[src/hw/rtl/mpn_pkg.sv]
// mpn_pkg: shared constants, register indexes and the box record for the
// non-overlapping max pooling stream; used by every module but mpn_ram
package mpn_pkg;

    localparam int MAX_COLS    = 1024;
    localparam int SAMPLE_BITS = 16;
    localparam int VAL_W       = SAMPLE_BITS - 1;
    localparam int COL_W       = $clog2(MAX_COLS);
    localparam int ROW_W       = 10;
    localparam int DIM_W       = 11;
    localparam int BOX_W       = 7;
    localparam int OFF_W       = 6;
    localparam int CFG_IDX_W   = 3;
    localparam int CFG_DATA_W  = 11;

    localparam logic [DIM_W-1:0] DIM_MAX = 11'd1024;
    localparam logic [BOX_W-1:0] BOX_MAX = 7'd64;

    typedef enum logic [CFG_IDX_W-1:0] {
        REG_FRAME_ROWS  = 3'd0,
        REG_FRAME_COLS  = 3'd1,
        REG_BOX_ROWS    = 3'd2,
        REG_BOX_COLS    = 3'd3,
        REG_LAYER_COUNT = 3'd4
    } t_reg_idx;

    typedef struct packed {
        logic             wr;
        logic             emit;
        logic             use_line;
        logic             eol;
        logic             eot;
        logic [VAL_W-1:0] m;
        logic [COL_W-1:0] addr;
    } t_box_info;

endpackage

[src/hw/rtl/mpn_ctrl.sv]
// mpn_ctrl: configuration registers, raster position counters and running
// maximum; depends on mpn_pkg
module mpn_ctrl
    import mpn_pkg::*;
(
    input  logic                  i_clk,
    input  logic                  i_rst_n,
    input  logic                  i_cfg_we,
    input  logic [CFG_IDX_W-1:0]  i_cfg_index,
    input  logic [CFG_DATA_W-1:0] i_cfg_data,
    input  logic                  i_accept,
    input  logic signed [SAMPLE_BITS-1:0] i_sample,
    output t_box_info             o_info
);

    logic [DIM_W-1:0] r_rows, r_cols, r_layers;
    logic [BOX_W-1:0] r_brows, r_bcols;
    logic [COL_W-1:0] r_col, n_col;
    logic [ROW_W-1:0] r_row, n_row;
    logic [OFF_W-1:0] r_offc, n_offc;
    logic [OFF_W-1:0] r_offr, n_offr;
    logic [COL_W-1:0] r_oc, n_oc;
    logic [ROW_W-1:0] r_layer, n_layer;
    logic [VAL_W-1:0] r_rmax, n_rmax;

    logic [DIM_W-1:0] dim_val;
    logic [BOX_W-1:0] box_val;
    logic [VAL_W-1:0] v, rmax_new;
    logic [11:0]      col_box_end, row_box_end;
    logic [DIM_W-1:0] col_next, row_next, layer_next;
    logic [BOX_W-1:0] offc_next, offr_next;
    logic             valid_col, valid_row, in_box, box_end, row_end;

    always_comb begin
        dim_val = i_cfg_data;
        if (i_cfg_data == '0) begin
            dim_val = DIM_W'(1);
        end else if (i_cfg_data > DIM_MAX) begin
            dim_val = DIM_MAX;
        end
        box_val = i_cfg_data[BOX_W-1:0];
        if (i_cfg_data[BOX_W-1:0] == '0) begin
            box_val = BOX_W'(1);
        end else if (i_cfg_data[BOX_W-1:0] > BOX_MAX) begin
            box_val = BOX_MAX;
        end
    end

    always_comb begin
        v           = i_sample[SAMPLE_BITS-1] ? '0 : i_sample[VAL_W-1:0];
        rmax_new    = (v > r_rmax) ? v : r_rmax;
        col_box_end = 12'(r_col) - 12'(r_offc) + 12'(r_bcols);
        row_box_end = 12'(r_row) - 12'(r_offr) + 12'(r_brows);
        valid_col   = col_box_end <= 12'(r_cols);
        valid_row   = row_box_end <= 12'(r_rows);
        in_box      = valid_col && valid_row;
        offc_next   = BOX_W'(r_offc) + BOX_W'(1);
        offr_next   = BOX_W'(r_offr) + BOX_W'(1);
        col_next    = DIM_W'(r_col) + DIM_W'(1);
        row_next    = DIM_W'(r_row) + DIM_W'(1);
        layer_next  = DIM_W'(r_layer) + DIM_W'(1);
        box_end     = in_box && (offc_next >= r_bcols);
        row_end     = col_next >= r_cols;

        o_info.wr       = box_end;
        o_info.emit     = box_end && (offr_next >= r_brows);
        o_info.use_line = r_offr != '0;
        o_info.eol      = (12'(col_next) + 12'(r_bcols) > 12'(r_cols))
                       && (12'(row_next) + 12'(r_brows) > 12'(r_rows));
        o_info.eot      = o_info.eol && (layer_next >= r_layers);
        o_info.m        = rmax_new;
        o_info.addr     = r_oc;
    end

    always_comb begin
        n_col   = r_col;
        n_row   = r_row;
        n_offc  = r_offc;
        n_offr  = r_offr;
        n_oc    = r_oc;
        n_layer = r_layer;
        n_rmax  = r_rmax;
        if (in_box) begin
            if (box_end) begin
                n_rmax = '0;
                n_offc = '0;
                n_oc   = r_oc + COL_W'(1);
            end else begin
                n_rmax = rmax_new;
                n_offc = offc_next[OFF_W-1:0];
            end
        end
        n_col = col_next[COL_W-1:0];
        if (row_end) begin
            n_col  = '0;
            n_offc = '0;
            n_oc   = '0;
            n_rmax = '0;
            n_offr = (offr_next >= r_brows) ? '0 : offr_next[OFF_W-1:0];
            n_row  = row_next[ROW_W-1:0];
            if (row_next >= r_rows) begin
                n_row   = '0;
                n_offr  = '0;
                n_layer = (layer_next >= r_layers) ? '0 : layer_next[ROW_W-1:0];
            end
        end
    end

    always_ff @(posedge i_clk) begin
        if (!i_rst_n) begin
            r_rows   <= DIM_W'(1);
            r_cols   <= DIM_W'(1);
            r_brows  <= BOX_W'(1);
            r_bcols  <= BOX_W'(1);
            r_layers <= DIM_W'(1);
            r_col    <= '0;
            r_row    <= '0;
            r_offc   <= '0;
            r_offr   <= '0;
            r_oc     <= '0;
            r_layer  <= '0;
            r_rmax   <= '0;
        end else if (i_cfg_we && (i_cfg_index <= REG_LAYER_COUNT)) begin
            unique case (i_cfg_index)
                REG_FRAME_ROWS:  r_rows   <= dim_val;
                REG_FRAME_COLS:  r_cols   <= dim_val;
                REG_BOX_ROWS:    r_brows  <= box_val;
                REG_BOX_COLS:    r_bcols  <= box_val;
                default:         r_layers <= dim_val;
            endcase
            r_col   <= '0;
            r_row   <= '0;
            r_offc  <= '0;
            r_offr  <= '0;
            r_oc    <= '0;
            r_layer <= '0;
            r_rmax  <= '0;
        end else if (i_accept) begin
            r_col   <= n_col;
            r_row   <= n_row;
            r_offc  <= n_offc;
            r_offr  <= n_offr;
            r_oc    <= n_oc;
            r_layer <= n_layer;
            r_rmax  <= n_rmax;
        end
    end

`ifndef NO_ASSERTIONS
    a_col_in_frame: assert property (@(posedge i_clk) disable iff (!i_rst_n)
        DIM_W'(r_col) < r_cols)
        else $error("column counter beyond frame width");
    a_offr_in_box: assert property (@(posedge i_clk) disable iff (!i_rst_n)
        BOX_W'(r_offr) < r_brows)
        else $error("row offset beyond box height");
    a_offc_in_box: assert property (@(posedge i_clk) disable iff (!i_rst_n)
        BOX_W'(r_offc) < r_bcols)
        else $error("column offset beyond box width");
`endif

endmodule

[config.mk]
export PLATFORM = sky130hd
export DESIGN_NAME = mpn_ctrl
export DESIGN_NICKNAME = d
export VERILOG_FILES = /design/src/hw/rtl/mpn_pkg.sv /design/src/hw/rtl/mpn_ctrl.sv
export SDC_FILE = /design/constraint.sdc
export NUM_CORES = 1
export LEC_CHECK = 0
export ABC_AREA = 1
export BUFFER_PORTS_ARGS = -buffer_cell sky130_fd_sc_hd__buf_4
export CAP_MARGIN = 25
export CORE_ASPECT_RATIO = 1.25
export CORE_MARGIN = 1
export CORE_UTILIZATION = 31
export DETAILED_ROUTE_END_ITERATION = 6
export PLACE_DENSITY = 0.51
export SLEW_MARGIN = 10
export SYNTH_ARGS = -nofsm -noshare
export SYNTH_HDL_FRONTEND = slang
export SYNTH_SLANG_ARGS = --single-unit
[constraint.sdc]
create_clock -name i_clk -period 11 [get_ports i_clk]
set_input_delay 1.65 -clock i_clk [delete_from_list [all_inputs] [get_ports i_clk]]
set_output_delay 1.65 -clock i_clk [all_outputs]
set_load 0.005 [all_outputs]
# Word-level counts from Yosys, hierarchy flattened
# Cells that the tools add are included.
# word_totals
output_inout_bits	30
in_bits	34
register_bits	114
word_cells	85
# op_classes
add_sub_neg	12
n_reduce_logical	23
order_cmp	13
bitwise_logic	2
n_eq_ne	3
n_mux	20
# ops
operator	n
$mux W15	5
$mux W10	6
$add A10 B1 Y11 const B	3
$ge A11 B11 Y1	3
$mux W6	5
$add A11 B7 Y12	2
$add A11 B8 Y12	2
$gt A12 B11 Y1	2
$le A12 B11 Y1	2
$mux W11	2
$sub A10 B6 Y11	2
$gt A15 B15 Y1	1
$add A6 B1 Y7 const B	2
$ge A7 B7 Y1	2
$mux W7	2
$reduce_and A2 Y1	7
$gt A11 B11 Y1 const B	1
$logic_not A11 Y1	1
$add A10 B1 Y10 const B	1
$gt A7 B7 Y1 const B	1
$logic_not A7 Y1	1
$eq A3 B2 Y1 const B	2
$logic_and A1 B1 Y1	6
$reduce_and A3 Y1	2
8 further kinds	10

# Longest topological paths before layout
# Gate-level depths: netlist of run 1.
# logic_depth
ltp_word	8
mapped_depth	34
mapped_depth_nobuf	33

# Least setup slack after synthesis of run 1
# OpenSTA, ideal clock, no wires.
# synth_timing
path_type	register -> output
startpoint	register r_row[0]
endpoint	output port o_info[29] (netlist name)
path_slack_ns	5.749
arrival_ns	3.601
path_stages_with_launch	28
required_time_ns	9.350
n_path_buf	1
cell_sequence	dfxtp_1 inv_1 ha_1 fa_1 nand3b_1 nand2_1 nand2_1 nand2_1 xor2_1 ha_1 a21oi_1 o21a_1 nand2_1 xor2_1 ha_1 a21oi_1 o21a_1 nand2_1 nand2_1 nand2_1 nand2_1 nand2_1 nand2_1 nand2_1 nor2_4 nand2_4 inv_1 buf_4
# synth_via
elab_chain_len	5
# synth_lines
item	line_no	text
start: declaration	mpn_ctrl.sv:19	logic [ROW_W-1:0] r_row, n_row;
start signal: assignment	mpn_ctrl.sv:140	r_row <= n_row;
$sub A10 B6 Y11	mpn_ctrl.sv:53	row_box_end = 12'(r_row) - 12'(r_offr) + 12'(r_brows);
$add A11 B8 Y12	mpn_ctrl.sv:53	
$le A12 B11 Y1	mpn_ctrl.sv:55	valid_row = row_box_end <= 12'(r_rows);
$logic_and A1 B1 Y1	mpn_ctrl.sv:56	in_box = valid_col && valid_row;
$logic_and A1 B1 Y1	mpn_ctrl.sv:62	box_end = in_box && (offc_next >= r_bcols);
end: declaration	mpn_ctrl.sv:13	output t_box_info o_info
# Every way passes these cells.

==> impl_metrics.tcl, run 1 <==
set metrics [dict create \
    hold_class "reg -> reg" \
    worstPathMaxFanout 5 \
    busiest_layer "met2" \
    ys_ff_latch 114 \
    report.final.slew_viol_count 0 \
    initial_utilization_pct 31.6 \
    cp-start-kind "flop" \
    cts_buffers 17 \
    clock_path_buffers 2 \
    drive_gt1_share_pct 9.35 \
    clk_latency_ns 0.43 \
    final_antenna_net_count 0 \
    wl_per_cell_um 14.1 \
    antenna_found_initial 0 \
    yosysMostFrequentCell "inv_1" \
    drt_iter0_markers 367 \
    cts_tree "built" \
    root_buffer "clkbuf_16" \
    finalNetCount 1734 \
    rows 73 \
    required_ns 9.35 \
    tns_ns 0 \
    grt.total_usage_pct 17.2 \
    p_per_area_nw_per_um2 136 \
    via_per_inst 4.79 \
    htreeDepth 4 \
    timing.rr.end "r_rmax[5]$_SDFFE_PP0P_" \
    endpoint_kind "primary output" \
    path_class "reg -> out" \
    grt_pass1_wl_um 45200 \
    fp.dieH_um 204 \
    cts_setup_buffers 0 \
    die-area_um2 33400 \
    die_x_um 164 \
    synth_common_cells "inv_1 (253), nand2_1 (246), ha_1 (156), nor2_1 (156), a21oi_1 (142)" \
    grt_max_degree 45 \
    area.growth.synth_to_final_pct 14.4 \
    yosysWarningCount 0 \
    r2r_start "r_row[0]$_SDFFE_PP0P_" \
    stdcell_count 1963 \
    core_area_um2 32000 \
    portBuffers 63 \
    gp_congestion 0.868 \
    syn_area_per_cell_um2 6.82 \
    hold_start "r_oc[9]$_SDFFE_PP0P_" \
    ios 64 \
    fin_util_pct 36.2 \
    cap_violations 0 \
    min_to "r_oc[9]$_SDFFE_PP0P_" \
    p_leak_nw 5.70 \
    ctsResizeCount 0 \
    synth_top_area_share_pct 22.6 \
    ir_worst_vdd_mv 0.0638 \
    grt_util_met3_pct 2.50 \
    skew_ns 0.0133 \
    syn_nets 1680 \
    status "finished clean" \
    hpwl_um 22200 \
    finalHoldViolations 0 \
    diodes 0 \
    use_met1_pct 20.3 \
    synth.area.top_cells "dfxtp_1 (23%), ha_1 (19%), inv_1 (9.4%)" \
    synth_area_um2 10100 \
    period_share_pct 58.4 \
    netlist_instances 1484 \
    drc_errors 0 \
    vias 9398 \
    drt_wl_total_um 27700 \
    cts_hold_buf 0 \
    synth_cell_type_count 44 \
    synth_area_leader_cell "dfxtp_1" \
    max_freq_mhz 156 \
    placedCellCount 1930 \
    hold-path-cell-count 2 \
    grt_pass1_vias 9216 \
    synth-edff-count 0 \
    setup_viol 0 \
    clock-sinks 114 \
    synthFlopType "dfxtp_1" \
    critical_path_arrival_ns 4.78 \
    path_clk_slew_ns 0.06 \
    rsz0062_at_grt "no" \
    seq_area_frac_synth_pct 22.6 \
    first_pass_iters 7 \
    async_flop_share_pct 0 \
    worst_slew_pin_slew_ns 1.00 \
    rrSetupSlack_ns 6.13 \
    fin_total_pwr_mw 1.57 \
    period_minus_slack_ns 6.43 \
    grt_overflow 0 \
    grt_util_met2_pct 30.6 \
    relSlewSlack_pct 32.9 \
    r2r_cells 28 \
]
==> how the worst max path moves through the flow <==
stage / end / from / cells past startpoint / slack (ns)
floorplan: o_info[29] / r_row[0]$_SDFFE_PP0P_ / 27 / 5.75
global placement: o_info[28] / r_col[0]$_SDFFE_PP0P_ / 22 / 5.09
detailed placement: o_info[28] / r_row[0]$_SDFFE_PP0P_ / 27 / 5.02
CTS: o_info[28] / r_row[0]$_SDFFE_PP0P_ / 27 / 4.54
global route: o_info[28] / r_row[0]$_SDFFE_PP0P_ / 27 / 4.17
finish: o_info[28] / r_row[0]$_SDFFE_PP0P_ / 27 / 4.57
==> power breakdown <==
group          total [mW]  internal [mW]  switching [mW]  leakage (nW)
combinational       0.551          0.205           0.346          4.49
clock               0.576          0.340           0.235         0.289
sequential          0.446          0.428          0.0178         0.924
==> cell type report <==
type	instances	area, µm²
clock buffers	17	425
clock inverters	15	173
fillers	3522	20400
inverters	257	965
multi-input cells	1080	6700
flip-flops and latches	114	2280
well taps	412	515
repair buffers	68	510
==> worst max-delay path, cell delays in order, from the launching register on <==
cell and delay, ns:
dfxtp_1 0.40, inv_1 0.10, ha_1 0.25, fa_1 0.41, nand3b_1 0.18, nand2_1 0.11, nand2_1 0.11, nand2_1 0.11
xor2_1 0.25, ha_1 0.31, a21oi_1 0.14, o21a_1 0.13, nand2_1 0.10, xor2_1 0.24, ha_1 0.29, a21oi_1 0.13
o21a_1 0.14, nand2_1 0.05, nand2_1 0.05, nand2_1 0.04, nand2_1 0.06, nand2_1 0.05, nand2_1 0.05, nand2_1 0.12
nor2_4 0.21, nand2_4 0.10, nor2_1 0.11, buf_4 0.12
==> layer usage <==
layer / vias to the layer above / part of all wire [%] / wire length [µm]
met1: 4262 / 44 / 12200
met5: - / 0 / 0
met2: 145 / 49 / 13700
met3: 43 / 2.6 / 710
met4: 0 / 3.9 / 1080
li1: 4948 / - / -
==> registers in the layout, indices dropped and copies added (netlist names) <==
| name | flops |
|---|---|
| r_layers | 11 |
| r_row | 10 |
| r_offr | 6 |
| r_rows | 11 |
| r_cols | 11 |
| r_bcols | 7 |
| r_brows | 7 |
| r_layer | 10 |
| r_col | 10 |
| r_offc | 6 |
| r_rmax | 15 |
| r_oc | 10 |
==> cells in the final DEF, fill, tap and decap left out, drive strengths merged, types with 5 or more instances in the layout <==
master,instances
nand2,256
ha,156
nand3b,6
xor2,51
o21ai,98
o21a,5
a22oi,8
a211oi,8
nand4,25
dfxtp,114
inv,264
nor2,178
a21oi,142
fa,6
clkbuf,17
nor3,25
buf,68
xnor2,21
nand3,63
==> kinds of logic after synthesis <==
family,after synthesis,share of synthesized area (%)
xor gates and xnor gates,72,6.23
and+or+nand+nor,564,24.4
adders and majority gates,162,20.5
DFF,114,22.6
buffers and inverters,290,11.3
AOI/OAI and AO/OA,282,15.0
==> metrics by stage <==
step           hold slack [ns]  setup slack (ns)  cell area (µm²)
6_report                 0.498              4.57            11600
5_1_grt                  0.534              4.17            11600
4_1_cts                  0.500              4.54            11600
3_5_place_dp             0.491              5.02            11000
3_3_place_gp             0.484              5.09            10900
2_1_floorplan            0.435              5.75            10100
Note: power is estimated with default switching activity, not from simulation.
==> run 2: changes to the inputs <==
- clock period: 11 -> 6.4 ns (I/O delays scaled with it)
==> run 2 against run 1 <==
Clock power is 62% higher. Cell count hardly changed. Register-to-register slack worse by 4.6 ns. Power is 68% higher. Critical endpoint unchanged. Largest cell class unchanged.
==> impl_metrics.tcl, run 2 (synthesis results as in run 1) <==
set metrics [dict create \
    status "finished clean" \
    pwr-share-seq_pct 29.0 \
    antenna_found_initial 1 \
    wl_met2_um 14100 \
    finalHoldViolations 0 \
    cp-start-kind "flop" \
    vias 9319 \
    required_ns 5.44 \
    wl_met1_um 12200 \
    report.final.slew_viol_count 0 \
    max_freq_mhz 177 \
    p_sw_share_pct 38.1 \
    tns_ns 0 \
    grt_max_degree 45 \
    most-common-layout-cells "inv_1 (253), nand2_1 (246), nor2_1 (156), ha_1 (156), a21oi_1 (142)" \
    drive_gt1_share_pct 9.34 \
    skew_ns 0.0107 \
    power_switching_mw 1.01 \
    cts_hold_buf 0 \
    htreeDepth 4 \
    final_common_cell "inv_1" \
    critPathMostFrequentCell "nand2_1" \
    grt.total_usage_pct 17.1 \
    cap_violations 0 \
    p_per_area_nw_per_um2 229 \
    ctsResizeCount 0 \
    worstPathMaxFanout 5 \
    ios 64 \
    regMostFlops "r_rmax" \
    drc_errors 0 \
    fp.dieH_um 204 \
    drt_iter0_markers 382 \
    hold_class "reg -> reg" \
    portBuffers 63 \
    period_share_pct 88.1 \
    finalNetCount 1735 \
    path_class "reg -> out" \
    initial_utilization_pct 31.6 \
    clk_latency_ns 0.42 \
    clock_path_buffers 2 \
    period_minus_slack_ns 5.64 \
    crit_slowest_cell "dfxtp_1" \
    clkPwrFrac_pct 35.4 \
    rsz0062_at_grt "no" \
    worstSetupStartpoint "r_col[0]$_SDFFE_PP0P_" \
    grt_pass1_wl_um 45100 \
    wl_per_cell_um 14.0 \
    core_area_um2 32000 \
    worst_slew_pin_slew_ns 0.959 \
    via_per_inst 4.74 \
    critical_path_arrival_ns 4.68 \
    largest_reg_flops 15 \
    area.growth.synth_to_final_pct 14.1 \
    ir_worst_vdd_mv 0.110 \
    relSlewSlack_pct 35.8 \
    grt_pass1_vias 9161 \
    first_pass_iters 4 \
    final_antenna_net_count 0 \
    r2r_start "r_col[0]$_SDFFE_PP0P_" \
    die_x_um 164 \
    pwr-share-comb_pct 35.6 \
    setup_viol 0 \
    cts_setup_buffers 0 \
    placedCellCount 1930 \
    die-area_um2 33400 \
    gp_congestion 0.856 \
    fin_total_pwr_mw 2.64 \
    endpoint_kind "primary output" \
    wl_met3_um 608 \
    rows 73 \
    maxUsedRoutingLayer "met5" \
    grt_overflow 0 \
    root_buffer "clkbuf_16" \
    cts_tree "built" \
    diodes 0 \
    p_leak_nw 5.69 \
    hold_start "r_oc[9]$_SDFFE_PP0P_" \
    critPathMaxStageDelay_ns 0.41 \
    hpwl_um 22100 \
    rrSetupSlack_ns 1.56 \
    drt_wl_total_um 27400 \
    cellInternalPower_mw 1.64 \
    clock-sinks 114 \
    path_clk_slew_ns 0.06 \
    cts_buffers 17 \
    stdcell_count 1964 \
]
[run 2: critical path, delay by kind of cell, from the launching register on]
kind,cells,cell delay (ns)
and+or+nand+nor,16,1.91
adders and majority gates,4,1.26
DFF,1,0.41
xor gates and xnor gates,2,0.30
buffers and inverters,3,0.28
AOI/OAI and AO/OA,1,0.10
[run 2: area by class of cell]
class,instances,area [µm²]
Clock buffer,18,439
Multi-Input combinational cell,1080,6700
Tap cell,412,515
Inverter,257,965
Clock inverter,14,129
Sequential cell,114,2280
Fill cell,3505,20400
Timing Repair Buffer,69,513
[run 2: routing by layer]
metal / vias up / global-route usage (%)
met3: 26 / 2.21
met4: 2 / 4.83
met2: 105 / 31.8
li1: 4947 / -
met1: 4239 / 20.2
met5: - / 0
[run 2: final timing paths]
path                             to  cells after the start
max                      o_info[28]                     26
min            r_oc[9]$_SDFFE_PP0P_                      2
max reg2reg  r_rmax[3]$_SDFFE_PP0P_                     27
min reg2reg    r_oc[9]$_SDFFE_PP0P_                      2
[run 2: power groups by stage]
stage | logic, mW | registers [mW] | clock network (mW)
global placement | 0.943 | 0.781 | 0
detailed placement | 0.951 | 0.782 | 0
global route | 1.09 | 0.771 | 0.993
floorplan | 0.697 | 0.771 | 0
CTS | 0.956 | 0.766 | 0.965
finish | 0.940 | 0.766 | 0.936
[run 2: stage by stage]
stage	instance area, µm²	utilization (%)	setup WS [ns]	hold WS (ns)
3_5_place_dp	11000	34.3	1.16	0.493
3_3_place_gp	11000	34.3	1.18	0.484
4_1_cts	11500	36.1	0.687	0.504
2_1_floorplan	10100	-	1.84	0.435
5_1_grt	11500	36.1	0.339	0.541
6_report	11500	36.1	0.765	0.498
