<file path="config.mk">
export PLATFORM = sky130hd
export DESIGN_NAME = mpn_merge
export DESIGN_NICKNAME = d
export VERILOG_FILES = /design/src/hw/rtl/mpn_pkg.sv /design/src/hw/rtl/mpn_merge.sv
export SDC_FILE = /design/constraint.sdc
export NUM_CORES = 1
export LEC_CHECK = 0
export BUFFER_PORTS_ARGS = -buffer_cell sky130_fd_sc_hd__buf_2
export CAP_MARGIN = 20
export CORE_MARGIN = 2
export CORE_UTILIZATION = 51
export DETAILED_ROUTE_END_ITERATION = 12
export PLACE_DENSITY = 0.87
export SLEW_MARGIN = 20
export SYNTH_ARGS = -nofsm -noshare
export SYNTH_HDL_FRONTEND = slang
export SYNTH_SLANG_ARGS = --single-unit
</file>
<file path="constraint.sdc">
create_clock -name i_clk -period 3.87 [get_ports i_clk]
set_input_delay 0.774 -clock i_clk [delete_from_list [all_inputs] [get_ports i_clk]]
set_output_delay 0.774 -clock i_clk [all_outputs]
set_load 0.02 [all_outputs]
</file>
<file path="src/hw/rtl/mpn_pkg.sv">
// mpn_pkg: shared constants, register indexes and the box record for the
// non-overlapping max pooling stream; used by every module but mpn_ram
package mpn_pkg;

    localparam int MAX_COLS    = 1024;
    localparam int SAMPLE_BITS = 16;
    localparam int VAL_W       = SAMPLE_BITS - 1;
    localparam int COL_W       = $clog2(MAX_COLS);
    localparam int ROW_W       = 10;
    localparam int DIM_W       = 11;
    localparam int BOX_W       = 7;
    localparam int OFF_W       = 6;
    localparam int CFG_IDX_W   = 3;
    localparam int CFG_DATA_W  = 11;

    localparam logic [DIM_W-1:0] DIM_MAX = 11'd1024;
    localparam logic [BOX_W-1:0] BOX_MAX = 7'd64;

    typedef enum logic [CFG_IDX_W-1:0] {
        REG_FRAME_ROWS  = 3'd0,
        REG_FRAME_COLS  = 3'd1,
        REG_BOX_ROWS    = 3'd2,
        REG_BOX_COLS    = 3'd3,
        REG_LAYER_COUNT = 3'd4
    } t_reg_idx;

    typedef struct packed {
        logic             wr;
        logic             emit;
        logic             use_line;
        logic             eol;
        logic             eot;
        logic [VAL_W-1:0] m;
        logic [COL_W-1:0] addr;
    } t_box_info;

endpackage

</file>
<file path="src/hw/rtl/mpn_merge.sv">
// mpn_merge: merges the box maximum with the line store entry, forwards a
// same-address write, and holds the result register; depends on mpn_pkg
module mpn_merge
    import mpn_pkg::*;
(
    input  logic             i_clk,
    input  logic             i_rst_n,
    input  logic             i_accept,
    input  t_box_info        i_info,
    input  logic [VAL_W-1:0] i_line_data,
    input  logic             i_out_stall,
    output logic             o_free,
    output logic             o_ram_we,
    output logic [COL_W-1:0] o_ram_waddr,
    output logic [VAL_W-1:0] o_ram_wdata,
    output logic             o_out_valid,
    output logic [VAL_W-1:0] o_pooled_value,
    output logic             o_end_of_layer,
    output logic             o_end_of_tensor
);

    t_box_info        r_s1;
    logic             r_s1_valid;
    logic             r_fwd;
    logic [VAL_W-1:0] r_fwd_data;
    logic             r_o_valid;
    logic [VAL_W-1:0] r_o_value;
    logic             r_o_eol, r_o_eot;

    logic [VAL_W-1:0] line, merged;
    logic             out_free, s1_adv;

    always_comb begin
        line     = r_fwd ? r_fwd_data : i_line_data;
        merged   = (r_s1.use_line && (line > r_s1.m)) ? line : r_s1.m;
        out_free = !r_o_valid || !i_out_stall;
        o_free   = !r_s1_valid || !r_s1.emit || out_free;
        s1_adv   = r_s1_valid && o_free;
    end

    assign o_ram_we    = s1_adv && r_s1.wr;
    assign o_ram_waddr = r_s1.addr;
    assign o_ram_wdata = merged;

    always_ff @(posedge i_clk) begin
        if (!i_rst_n) begin
            r_s1_valid <= 1'b0;
            r_o_valid  <= 1'b0;
        end else begin
            if (i_accept) begin
                r_s1_valid <= 1'b1;
            end else if (s1_adv) begin
                r_s1_valid <= 1'b0;
            end
            if (s1_adv && r_s1.emit) begin
                r_o_valid <= 1'b1;
            end else if (!i_out_stall) begin
                r_o_valid <= 1'b0;
            end
        end
    end

    always_ff @(posedge i_clk) begin
        if (i_accept) begin
            r_s1       <= i_info;
            r_fwd      <= o_ram_we && (i_info.addr == r_s1.addr);
            r_fwd_data <= merged;
        end
        if (s1_adv && r_s1.emit) begin
            r_o_value <= merged;
            r_o_eol   <= r_s1.eol;
            r_o_eot   <= r_s1.eot;
        end
    end

    assign o_out_valid     = r_o_valid;
    assign o_pooled_value  = r_o_value;
    assign o_end_of_layer  = r_o_eol;
    assign o_end_of_tensor = r_o_eot;

`ifndef NO_ASSERTIONS
    a_eot_has_eol: assert property (@(posedge i_clk) disable iff (!i_rst_n)
        r_o_valid |-> (!r_o_eot || r_o_eol))
        else $error("end of tensor without end of layer");
    a_accept_loads: assert property (@(posedge i_clk) disable iff (!i_rst_n)
        i_accept |=> r_s1_valid)
        else $error("accepted item missing from merge stage");
    a_write_needs_item: assert property (@(posedge i_clk) disable iff (!i_rst_n)
        o_ram_we |-> r_s1_valid)
        else $error("line store written without an item");
    a_accept_when_free: assert property (@(posedge i_clk) disable iff (!i_rst_n)
        (i_accept && r_s1_valid) |-> s1_adv)
        else $error("merge stage overwritten while held");
`endif

endmodule

</file>
# After elaboration in Yosys (flattened, before gate mapping)
# Cells that the tools add are included.
[classes] n_lt_le_gt_ge=1 n_eq_ne=2 mux=6 reduce_logical=13
[ops] cell="$mux W15" count=2
[ops] cell="$gt A15 B15 Y1" count=1
[ops] cell="$eq A10 B10 Y1" count=1
[ops] cell="$logic_and A1 B1 Y1" count=5
[ops] cell="$logic_not A1 Y1" count=4
[ops] cell="$mux W1" count=4
[ops] cell="$logic_or A1 B1 Y1" count=3
[ops] cell="$ne A2 B1 Y1 const B" count=1
[ops] cell="$reduce_bool A2 Y1" count=1
[word_totals] regBits=65 in_bits=49 out_inout_bits=45 elab_cells=36

# Logic depth before layout (Yosys ltp)
# Gate-level depths: netlist (run 1).
[depth] depth_word=6 mapped_depth=10

# Worst setup path before layout (run 1)
# Ideal clock, no wire load.
[synth_path] path_kind="flip-flop to output port" start="reg r_fwd" end="out o_ram_wdata[0]" arrival_time_ps=2754 t_required_ps=3096 setup_slack_ps=342 path_stages_with_launch=11 path_buffers=3 cell_sequence="edfxtp_1 -> clkbuf_1 -> buf_2 -> mux2_2 -> ha_1 -> nand4_1 -> a21oi_1 -> o21ai_0 -> a21oi_2 -> buf_6 -> mux2i_1"
[synth_between] elab_chain_len=4
[synth_lines] element="start, declared" line_no="mpn_merge.sv:24" text="logic r_fwd;"
[synth_lines] element="start signal, assigned" line_no="mpn_merge.sv:66" text="r_fwd <= o_ram_we && (i_info.addr == r_s1.addr);"
[synth_lines] element="$mux W15 (*)" line_no="mpn_merge.sv:34" text="line = r_fwd ? r_fwd_data : i_line_data;"
[synth_lines] element="$gt A15 B15 Y1" line_no="mpn_merge.sv:35" text="merged = (r_s1.use_line && (line > r_s1.m)) ? line : r_s1.m;"
[synth_lines] element="$logic_and A1 B1 Y1" line_no="mpn_merge.sv:35"
[synth_lines] element="$mux W15 (*)" line_no="mpn_merge.sv:35"
[synth_lines] element="end, declared" line_no="mpn_merge.sv:15" text="output logic [VAL_W-1:0] o_ram_wdata,"
# Mark *: on every way between the ends. The rest lies on a longest branch, timed or not.

# Worst setup path after layout (run 1)
[layout_path] start="reg r_fwd" end="out o_ram_wdata[3]"
# Same word-level chain as after synthesis.

==> results of run 1 <==
[routing by layer]
layer | vias up | global-route usage [%] | share of wire, %
met5 | - | 0 | 0
met4 | 0 | 9.66 | 2.2
met3 | 10 | 5.66 | 7.7
met2 | 77 | 28.2 | 48
met1 | 814 | 20.4 | 42
li1 | 865 | - | -
[worst reg2reg max path: stages, from the launching register on]
cell	delay [ns]
edfxtp_1	0.34
buf_6	0.19
mux2_2	0.38
ha_1	0.34
nand4_2	0.15
nor2_1	0.14
o21ai_0	0.12
a21oi_2	0.15
buf_4	0.22
mux2_2	0.38
[metrics by stage]
| stage | std cells | hold WS (ns) |
|---|---|---|
| finish | 354 | 0.423 |
| global route | 354 | 0.426 |
| CTS | 354 | 0.422 |
| detailed placement | 339 | 0.407 |
| global placement | 339 | 0.405 |
| floorplan | 184 | 0.400 |
[placed cells by master (no fill, tap or decap), types with 2 or more instances in the layout]
cell / n
xor2_1: 4
mux2_2: 19
dfxtp_1: 2
buf_2: 93
clkinv_2: 2
clkbuf_8: 9
inv_1: 17
a21boi_0: 2
nand2_1: 5
a21oi_1: 7
ha_1: 15
nor2_1: 2
buf_4: 2
mux2_4: 9
a21oi_2: 2
o21ai_0: 2
clkinv_1: 2
edfxtp_1: 63
mux2i_1: 2
xnor2_1: 6
nand3_1: 2
nand4_1: 5
[how the worst min path moves through the flow]
| stage | to | cells past startpoint | slack (ns) | start |
|---|---|---|---|---|
| after floorplan | o_end_of_layer$_DFFE_PP_ | 0 | 0.40 | r_s1[26]$_DFFE_PP_ |
| after global placement | o_end_of_layer$_DFFE_PP_ | 0 | 0.41 | r_s1[26]$_DFFE_PP_ |
| after detailed placement | o_end_of_layer$_DFFE_PP_ | 0 | 0.41 | r_s1[26]$_DFFE_PP_ |
| after CTS | o_end_of_layer$_DFFE_PP_ | 0 | 0.42 | r_s1[26]$_DFFE_PP_ |
| after global routing | o_end_of_layer$_DFFE_PP_ | 0 | 0.43 | r_s1[26]$_DFFE_PP_ |
| final | o_end_of_tensor$_DFFE_PP_ | 0 | 0.42 | r_s1[25]$_DFFE_PP_ |
[power groups by stage]
stage	logic, mW	clock network [mW]	registers (mW)
2_1_floorplan	0.183	0	0.879
3_3_place_gp	0.276	0	0.872
3_5_place_dp	0.283	0	0.874
4_1_cts	0.284	0.538	0.860
5_1_grt	0.310	0.569	0.864
6_report	0.283	0.526	0.859
[kinds of logic after synthesis]
| group | count (synthesis) |
|---|---|
| xor+xnor | 10 |
| fa+ha+maj | 15 |
| mux | 30 |
| compound gates | 16 |
| buf+inv | 30 |
| simple gates | 18 |
| flops | 65 |
[sequential cells by signal, summed over array words and instances, names as in the netlist]
register	cells
r_s1_valid	1
r_s1	20
o_end_of_tensor	1
r_fwd_data	15
o_ram_waddr	10
o_pooled_value	15
o_out_valid	1
o_end_of_layer	1
r_fwd	1
[cell type report]
type | count | area [sq um] | share of cell area, %
clock buffer | 10 | 128 | 3.53
clock inverter | 5 | 47.5 | 1.32
inverter | 17 | 63.8 | 1.77
multi-input combinational | 89 | 858 | 23.8
sequential | 65 | 1930 | 53.5
tap | 72 | 90.1 | 2.49
timing repair buffer | 96 | 492 | 13.6
==> impl_metrics.ini, run 1 <==
[run]
maxCapViolations = 0

[synthesis]
synth_top_family_by_area = multiplexers
synth_common_cells = edfxtp_1 (63), mux2_2 (19), inv_1 (17)
synth_fp_nets = 248
synth_xor_area_share_pct = 2.98
yosysMostFrequentCell = edfxtp_1
ys.flop_type = edfxtp_1
synthSimpleGateAreaFrac_pct = 3.41
yosys.area.top_type = edfxtp_1
synthMuxAreaShare_pct = 12.6
yosysWarnings = 0
synth_edf_count = 63
synth_area_sq_um = 2940
ys_seq_elements = 65
synth.yosys.seq_area_share_pct = 65.7
synthTopCellsByArea = edfxtp_1 (64%), mux2_2 (7.3%), ha_1 (6.4%)
synthCells = 184
synth_compound_area_share_pct = 3.53
syn_area_per_cell_sq_um = 16.0
ys_types = 27
synth_top_area_share_pct = 64.4
yosys.area_share.adder_pct = 6.39
ys_async_sr_fraction_pct = 0

[power]
leakage_nw = 1.54
internal_power_mw = 1.25
p_switching_mw = 0.419
p_per_area_nw_per_um2 = 462
clkPwrFrac_pct = 31.5
p_sw_share_pct = 25.1
total_power_mw = 1.67
p_comb_share_pct = 17.0
vdd_drop_max_mv = 0.297
power_frac_seq_pct = 51.5

[floorplanning]
fp-row-count = 27
io_pins = 94
dieArea_sq_um = 6390
initial_core_util_pct = 53.0
dieHeight_um = 79.9
core_area_sq_um = 5540
die_w_um = 79.9

[global_routing]
grt_pass1_vias = 1753
grt_max_degree = 48
grt_antenna_before_repair = 0
gr-total-overflow = 0
grt_pass1_wl_um = 8050
grt.total_usage_pct = 17.4

[routing]
routed_wl_um = 5300
drc = 0
via_per_inst = 4.99
drtIter0Drc = 71
vias = 1766
firstDrtPassIters = 5
wl_per_cell_um = 15.0
postRouteAntennaNets = 0

[clock_tree]
postCtsSetupBuffers = 0
cts_resized = 0
cts_tree = yes
cts_root_buffer = clkbuf_8
cts_made_buffers = 9
clockBufferDepth = 2
holdBufCountCts = 0
worstSkewPairLatency_ns = 0.34
cts_sinks = 65
clk_pin_slew_ns = 0.06
cts.htree.levels = 3

[worst_setup_path]
cp-end-kind = primary output
path_cells = buf_6, mux2_2, ha_1, nand4_2, nor2_1, o21ai_0, a21oi_2, buf_4, mux2_2, buf_2
cp_top_family = multiplexers
startpoint_type = flop
cp_slowest_cell = mux2_2
crit_type = reg -> out
max_stage_delay_ns = 0.38
critPathMaxFanout = 15
reg2reg_to = r_fwd_data[3]$_DFFE_PP_
cpMostUsedCell = mux2_2
critPathRequiredTime_ns = 3.10
crit_path_end = o_ram_wdata[3]
path_depth = 10
arrival_ns = 2.91
rr_startpoint = r_fwd$_DFFE_PP_
crit_buf_inv = 3
r2r_cells = 9
cp-startpoint = r_fwd$_DFFE_PP_
regToRegSetupSlack_ns = 1.21

[sta]
post-route-period-util_pct = 95.1
rsz0062_at_grt = no
fin_setup_tns_ns = 0
timing.slew.headroom_pct = 27.9
clock.fmax_ghz = 0.272
fin_skew_ns = 0.00619
hold_viol = 0
slew_viol_final = 0
setup_viol = 0
tightest_slew_ns = 1.08
layout_setup_ws_ns = 0.189
fin_crit_ns = 3.68

[placed_design]
io_buffers = 93
gp_congestion = 0.693
place_area_sq_um = 3430
dp_hpwl_um = 3840
pre_cts_ws_ns = 0.267

[final_layout]
diodes = 0
nFillCells = 423
fin_util_pct = 65.2
finalInstanceArea_sq_um = 3610
drive_above_1_share_pct = 50.0
fin_nets = 342
area_growth_pct = 22.9

[min_path]
min_path_type = reg -> reg

[run_status]
status = complete, no violations
Note: power is estimated with default switching activity, not from simulation.
==> run 2: changes to the inputs <==
Settings changed: ABC_AREA set to 1.
==> run 2 against run 1 <==
Global-route usage increased by 0.46 points; sequential share of layout area decreased by 2.1 points; sequential power increased by 0.7%; maximum frequency increased by 1.5%; clock skew increased by 0.0038 ns; critical path depth increased by 3; first-iteration DRC count increased by 1.4%; worst setup slack improved by 0.055 ns; largest power group unchanged; highest routed layer unchanged.
==> impl_metrics.ini, run 2 <==
[floorplanning]
initial_core_util_pct = 51.9
core_area_sq_um = 5820
die_w_um = 81.0
io_pins = 94
fp-row-count = 28
dieHeight_um = 81.0
dieArea_sq_um = 6550

[placed_design]
gp_congestion = 0.813
io_buffers = 93
dp_hpwl_um = 3930
dp.cells = 396

[routing]
postRouteAntennaNets = 0
firstDrtPassIters = 5
wl_per_cell_um = 13.5
routed_wl_um = 5550
drc = 0
drtIter0Drc = 72
vias = 2020
via_per_inst = 4.90

[min_path]
hold_depth = 0
min_to = o_end_of_tensor$_DFFE_PP_
min_path_type = reg -> reg
hold_start = r_s1[25]$_DFFE_PP_

[synthesis]
synthTopCellsByArea = edfxtp_1 (63%), nand2_1 (6.8%), ha_1 (6.2%)
yosys.area.top_type = edfxtp_1
synth.yosys.seq_area_share_pct = 64.0
synth_area_sq_um = 3020
ys_async_sr_fraction_pct = 0
synth_common_cells = edfxtp_1 (63), nand2_1 (55), inv_1 (29)
synth_edf_count = 63
synthCells = 242
ys_types = 23
yosysWarnings = 0
syn_area_per_cell_sq_um = 12.5
yosysMostFrequentCell = edfxtp_1
ys.flop_type = edfxtp_1
ys_seq_elements = 65
synth_top_area_share_pct = 62.6
synth_fp_nets = 306

[final_layout]
area_growth_pct = 24.4
layout_commonest_cell = buf_2
nFillCells = 460
largest_reg_flops = 20
final_cell_mix = buf_2 (93), edfxtp_1 (63), nand2_1 (55)
drive_above_1_share_pct = 38.9
diodes = 0
regMostFlops = r_s1
layout.cells.non_filler = 412
fin_nets = 396

[sta]
fin_setup_tns_ns = 0
hold_viol = 0
timing.slew.headroom_pct = 30.3
rsz0062_at_grt = no
slew_viol_final = 0
setup_viol = 0
post-route-period-util_pct = 93.7
tightest_slew_ns = 1.05
clock.fmax_ghz = 0.276
fin_crit_ns = 3.63
fin_skew_ns = 0.0100

[clock_tree]
worstSkewPairLatency_ns = 0.34
cts_made_buffers = 9
cts_sinks = 65
cts_root_buffer = clkbuf_8
cts_resized = 0
holdBufCountCts = 0
cts.htree.levels = 3
clockBufferDepth = 2
cts_tree = yes
clk_pin_slew_ns = 0.08
postCtsSetupBuffers = 0

[power]
vdd_drop_max_mv = 0.393
leakage_nw = 1.72
p_per_area_nw_per_um2 = 518

[run]
maxCapViolations = 0

[worst_setup_path]
r2r_cells = 12
reg2reg_to = r_fwd_data[3]$_DFFE_PP_
arrival_ns = 2.85
regToRegSetupSlack_ns = 1.35
critPathRequiredTime_ns = 3.10
critPathMaxFanout = 16
cp-end-kind = primary output
rr_startpoint = r_fwd$_DFFE_PP_
startpoint_type = flop
crit_type = reg -> out

[global_routing]
gr-total-overflow = 0
grt_antenna_before_repair = 0
grt_max_degree = 48
grt_pass1_wl_um = 8630
grt_pass1_vias = 2042
grt.total_usage_pct = 17.9

[run_status]
status = complete, no violations
==> run 2: cell count changes in the layout (fill, tap and decap cells not counted), moves of 3 or more <==
cell	before	now
xnor2_1	6	10
nand2_1	5	55
xor2_1	4	0
bufinv_16	1	4
mux2_2	19	14
nand4_1	5	2
inv_1	17	29
nand3_1	2	18
mux2_4	9	0
==> run 2: worst max path at each step <==
stage          cells past startpoint              end            start
5_1_grt                           13  o_ram_wdata[11]  r_fwd$_DFFE_PP_
4_1_cts                           13   o_ram_wdata[4]  r_fwd$_DFFE_PP_
6_report                          13   o_ram_wdata[3]  r_fwd$_DFFE_PP_
2_1_floorplan                     12  o_ram_wdata[10]  i_line_data[14]
3_5_place_dp                      13   o_ram_wdata[4]  i_line_data[14]
3_3_place_gp                      11   o_ram_wdata[5]  i_line_data[14]
==> run 2: cells by family (layout without fill, tap and decap cells) <==
group                      count (synthesis)  count (layout)  synth area share (%)
and+or+nand+nor                           85              85                  12.8
DFF                                       65              65                  64.0
buffers and inverters                     44             139                  7.12
adders and majority gates                 15              15                  6.21
muxes                                     14              14                  5.22
xor gates and xnor gates                  10              10                  2.90
AOI/OAI and AO/OA                          9               9                  1.82
==> run 2: area by class of cell <==
cell class	count	area, sq um	area share [%]
tap	75	93.8	2.50
clock inverter	6	138	3.66
timing repair buffer	94	473	12.6
inverter	29	109	2.90
multi-input combinational	133	876	23.3
sequential	65	1930	51.4
clock buffer	10	138	3.66
==> run 2: routing by layer <==
metal,vias to the layer above,track usage (%),part of all wire [%]
met4,0,10.2,2.0
met1,926,19.6,40
met5,-,0,0
met2,85,30.3,50
met3,11,6.00,8.3
li1,998,-,-
==> run 2: critical path: stages (launching register included) <==
cell,delay (ns)
edfxtp_1,0.32
buf_4,0.24
mux2_2,0.39
ha_1,0.31
nand2_2,0.11
inv_1,0.05
nand2_1,0.06
nand2_1,0.05
a21oi_1,0.21
nand2_4,0.18
nand2_4,0.21
nand2_1,0.07
nand2_1,0.11
buf_2,0.18
==> run 2: metrics by stage <==
stage	hold slack (ns)	instance area, sq um	setup slack (ns)	total power, mW	utilization (%)
after floorplan	0.400	3020	0.813	1.09	-
after global placement	0.406	3480	0.438	1.17	59.9
after detailed placement	0.405	3480	0.392	1.19	59.9
after CTS	0.423	3760	0.227	1.96	64.6
after global routing	0.432	3760	0.00916	2.02	64.6
final	0.423	3760	0.244	1.95	64.6
==> run 2: where the power goes <==
group	internal [mW]	leakage, nW	switching, mW
registers	0.844	0.625	0.0209
clock network	0.514	0.137	0.264
logic	0.110	0.962	0.193
total	1.47	1.72	0.478
==> run 3: changes to the inputs <==
Settings changed: GPL_TIMING_DRIVEN set to 0.
==> run 3 against run 2 <==
Non-clock buffer count increased by 15; first-iteration DRC count decreased by 14%; die area unchanged; clock power decreased by 20%; sequential power about the same; via count increased by 2.0%; total power decreased by 6.8%; design area increased by 2.1%; critical path depth increased by 1; register-to-register slack got worse by 0.06 ns; worst setup slack got worse by 0.028 ns; combinational power increased by 8.9%; highest routed layer unchanged.
==> impl_metrics.ini, run 3 (same netlist as run 2, synthesis figures left out) <==
[run_status]
status = complete, no violations

[sta]
tightest_slew_ns = 0.511
fin_skew_ns = 0.00683
post-route-period-util_pct = 94.4
whs_ns = 0.432
layout_setup_ws_ns = 0.216
setup_viol = 0
fin_setup_tns_ns = 0
slew_viol_final = 0
timing.slew.headroom_pct = 65.9
rsz0062_at_grt = no
fin_crit_ns = 3.65
clock.fmax_ghz = 0.274
hold_viol = 0

[worst_setup_path]
startpoint_type = flop
crit_type = reg -> out
arrival_ns = 2.88
cp-end-kind = primary output
critPathRequiredTime_ns = 3.10
critPathMaxFanout = 16

[clock_tree]
cts_sinks = 65
cts.htree.levels = 3
holdBufCountCts = 0
clockBufferDepth = 2
cts_root_buffer = clkbuf_8
worstSkewPairLatency_ns = 0.33
clk_pin_slew_ns = 0.07
cts_tree = yes
cts_made_buffers = 9
postCtsSetupBuffers = 0

[final_layout]
drive_above_1_share_pct = 41.2
largest_reg_flops = 20
layout_commonest_cell = buf_2
regMostFlops = r_s1
area_growth_pct = 27.0
nFillCells = 461
final_cell_mix = buf_2 (94), edfxtp_1 (63), nand2_1 (55)
diodes = 0
fin_util_pct = 66.0
fin_nets = 411

[global_routing]
grt_pass1_vias = 2064
gr-total-overflow = 0
grt_max_degree = 48
grt.total_usage_pct = 19.0
grt_pass1_wl_um = 9050
grt_antenna_before_repair = 0

[placed_design]
pre_cts_ws_ns = 0.329
gp_congestion = 0.799
io_buffers = 93
dp_hpwl_um = 4170

[run]
maxCapViolations = 0

[floorplanning]
io_pins = 94
initial_core_util_pct = 51.9
die_w_um = 81.0
dieArea_sq_um = 6550
core_area_sq_um = 5820
dieHeight_um = 81.0
fp-row-count = 28

[min_path]
min_path_type = reg -> reg

[routing]
firstDrtPassIters = 4
postRouteAntennaNets = 0
routed_wl_um = 5740
wl_per_cell_um = 13.4
via_per_inst = 4.83
drtIter0Drc = 62
vias = 2061
drc = 0

[power]
leakage_nw = 1.77
vdd_drop_max_mv = 0.354
p_per_area_nw_per_um2 = 473
## run 3: layer usage
layer	vias up	track usage, %	part of all wire (%)
met5	-	0	0
met4	0	7.80	1.6
met3	10	7.78	8.4
met2	75	33.0	51
met1	946	20.5	39
li1	1030	-	-
## run 3: final timing paths
check	slack [ns]	to	cells after the start	from
setup / recovery	0.22	o_ram_wdata[4]	14	r_fwd$_DFFE_PP_
setup reg to reg	1.29	o_pooled_value[11]$_DFFE_PP_	12	r_fwd$_DFFE_PP_
hold reg to reg	0.43	o_end_of_tensor$_DFFE_PP_	0	r_s1[25]$_DFFE_PP_
hold / removal	0.43	o_end_of_tensor$_DFFE_PP_	0	r_s1[25]$_DFFE_PP_
## run 3: area by class of cell
cell class	count	area [sq um]	share of cell area (%)
Timing Repair Buffer	95	500	13.0
Multi-Input combinational cell	133	876	22.8
Clock buffer	9	124	3.23
Tap cell	75	93.8	2.45
Inverter	29	109	2.84
Clock inverter	7	95.1	2.48
Buffer	14	106	2.77
Sequential cell	65	1930	50.4
## run 3: worst max-delay path, stage by stage (launching register included)
cell and delay, ns:
edfxtp_1 0.32, clkbuf_4 0.27, mux2_2 0.39, ha_1 0.31, nand2_2 0.11, inv_1 0.04
nand2_1 0.06, nand2_1 0.05, a21oi_1 0.22, nand2_4 0.13, nand2_4 0.12, buf_6 0.16
nand2_1 0.06, nand2_1 0.11, buf_2 0.19
## run 3: timing repair
action / CTS / global route
resized for setup: 0 / 2
setup endpoints to repair: 10 / 10
pin swaps: 0 / 0
## run 3: through the flow
step,power (mW),instances,instance area [sq um]
6_report,1.81,427,3840
5_1_grt,1.90,427,3840
4_1_cts,1.83,426,3810
3_5_place_dp,1.21,411,3600
3_3_place_gp,1.19,410,3580
2_1_floorplan,1.09,242,3020
## run 3: report_power, final
group          internal (mW)  switching (mW)  total [mW]
clock network          0.361           0.261       0.622
logic                  0.128           0.202       0.330
registers              0.843          0.0196       0.863
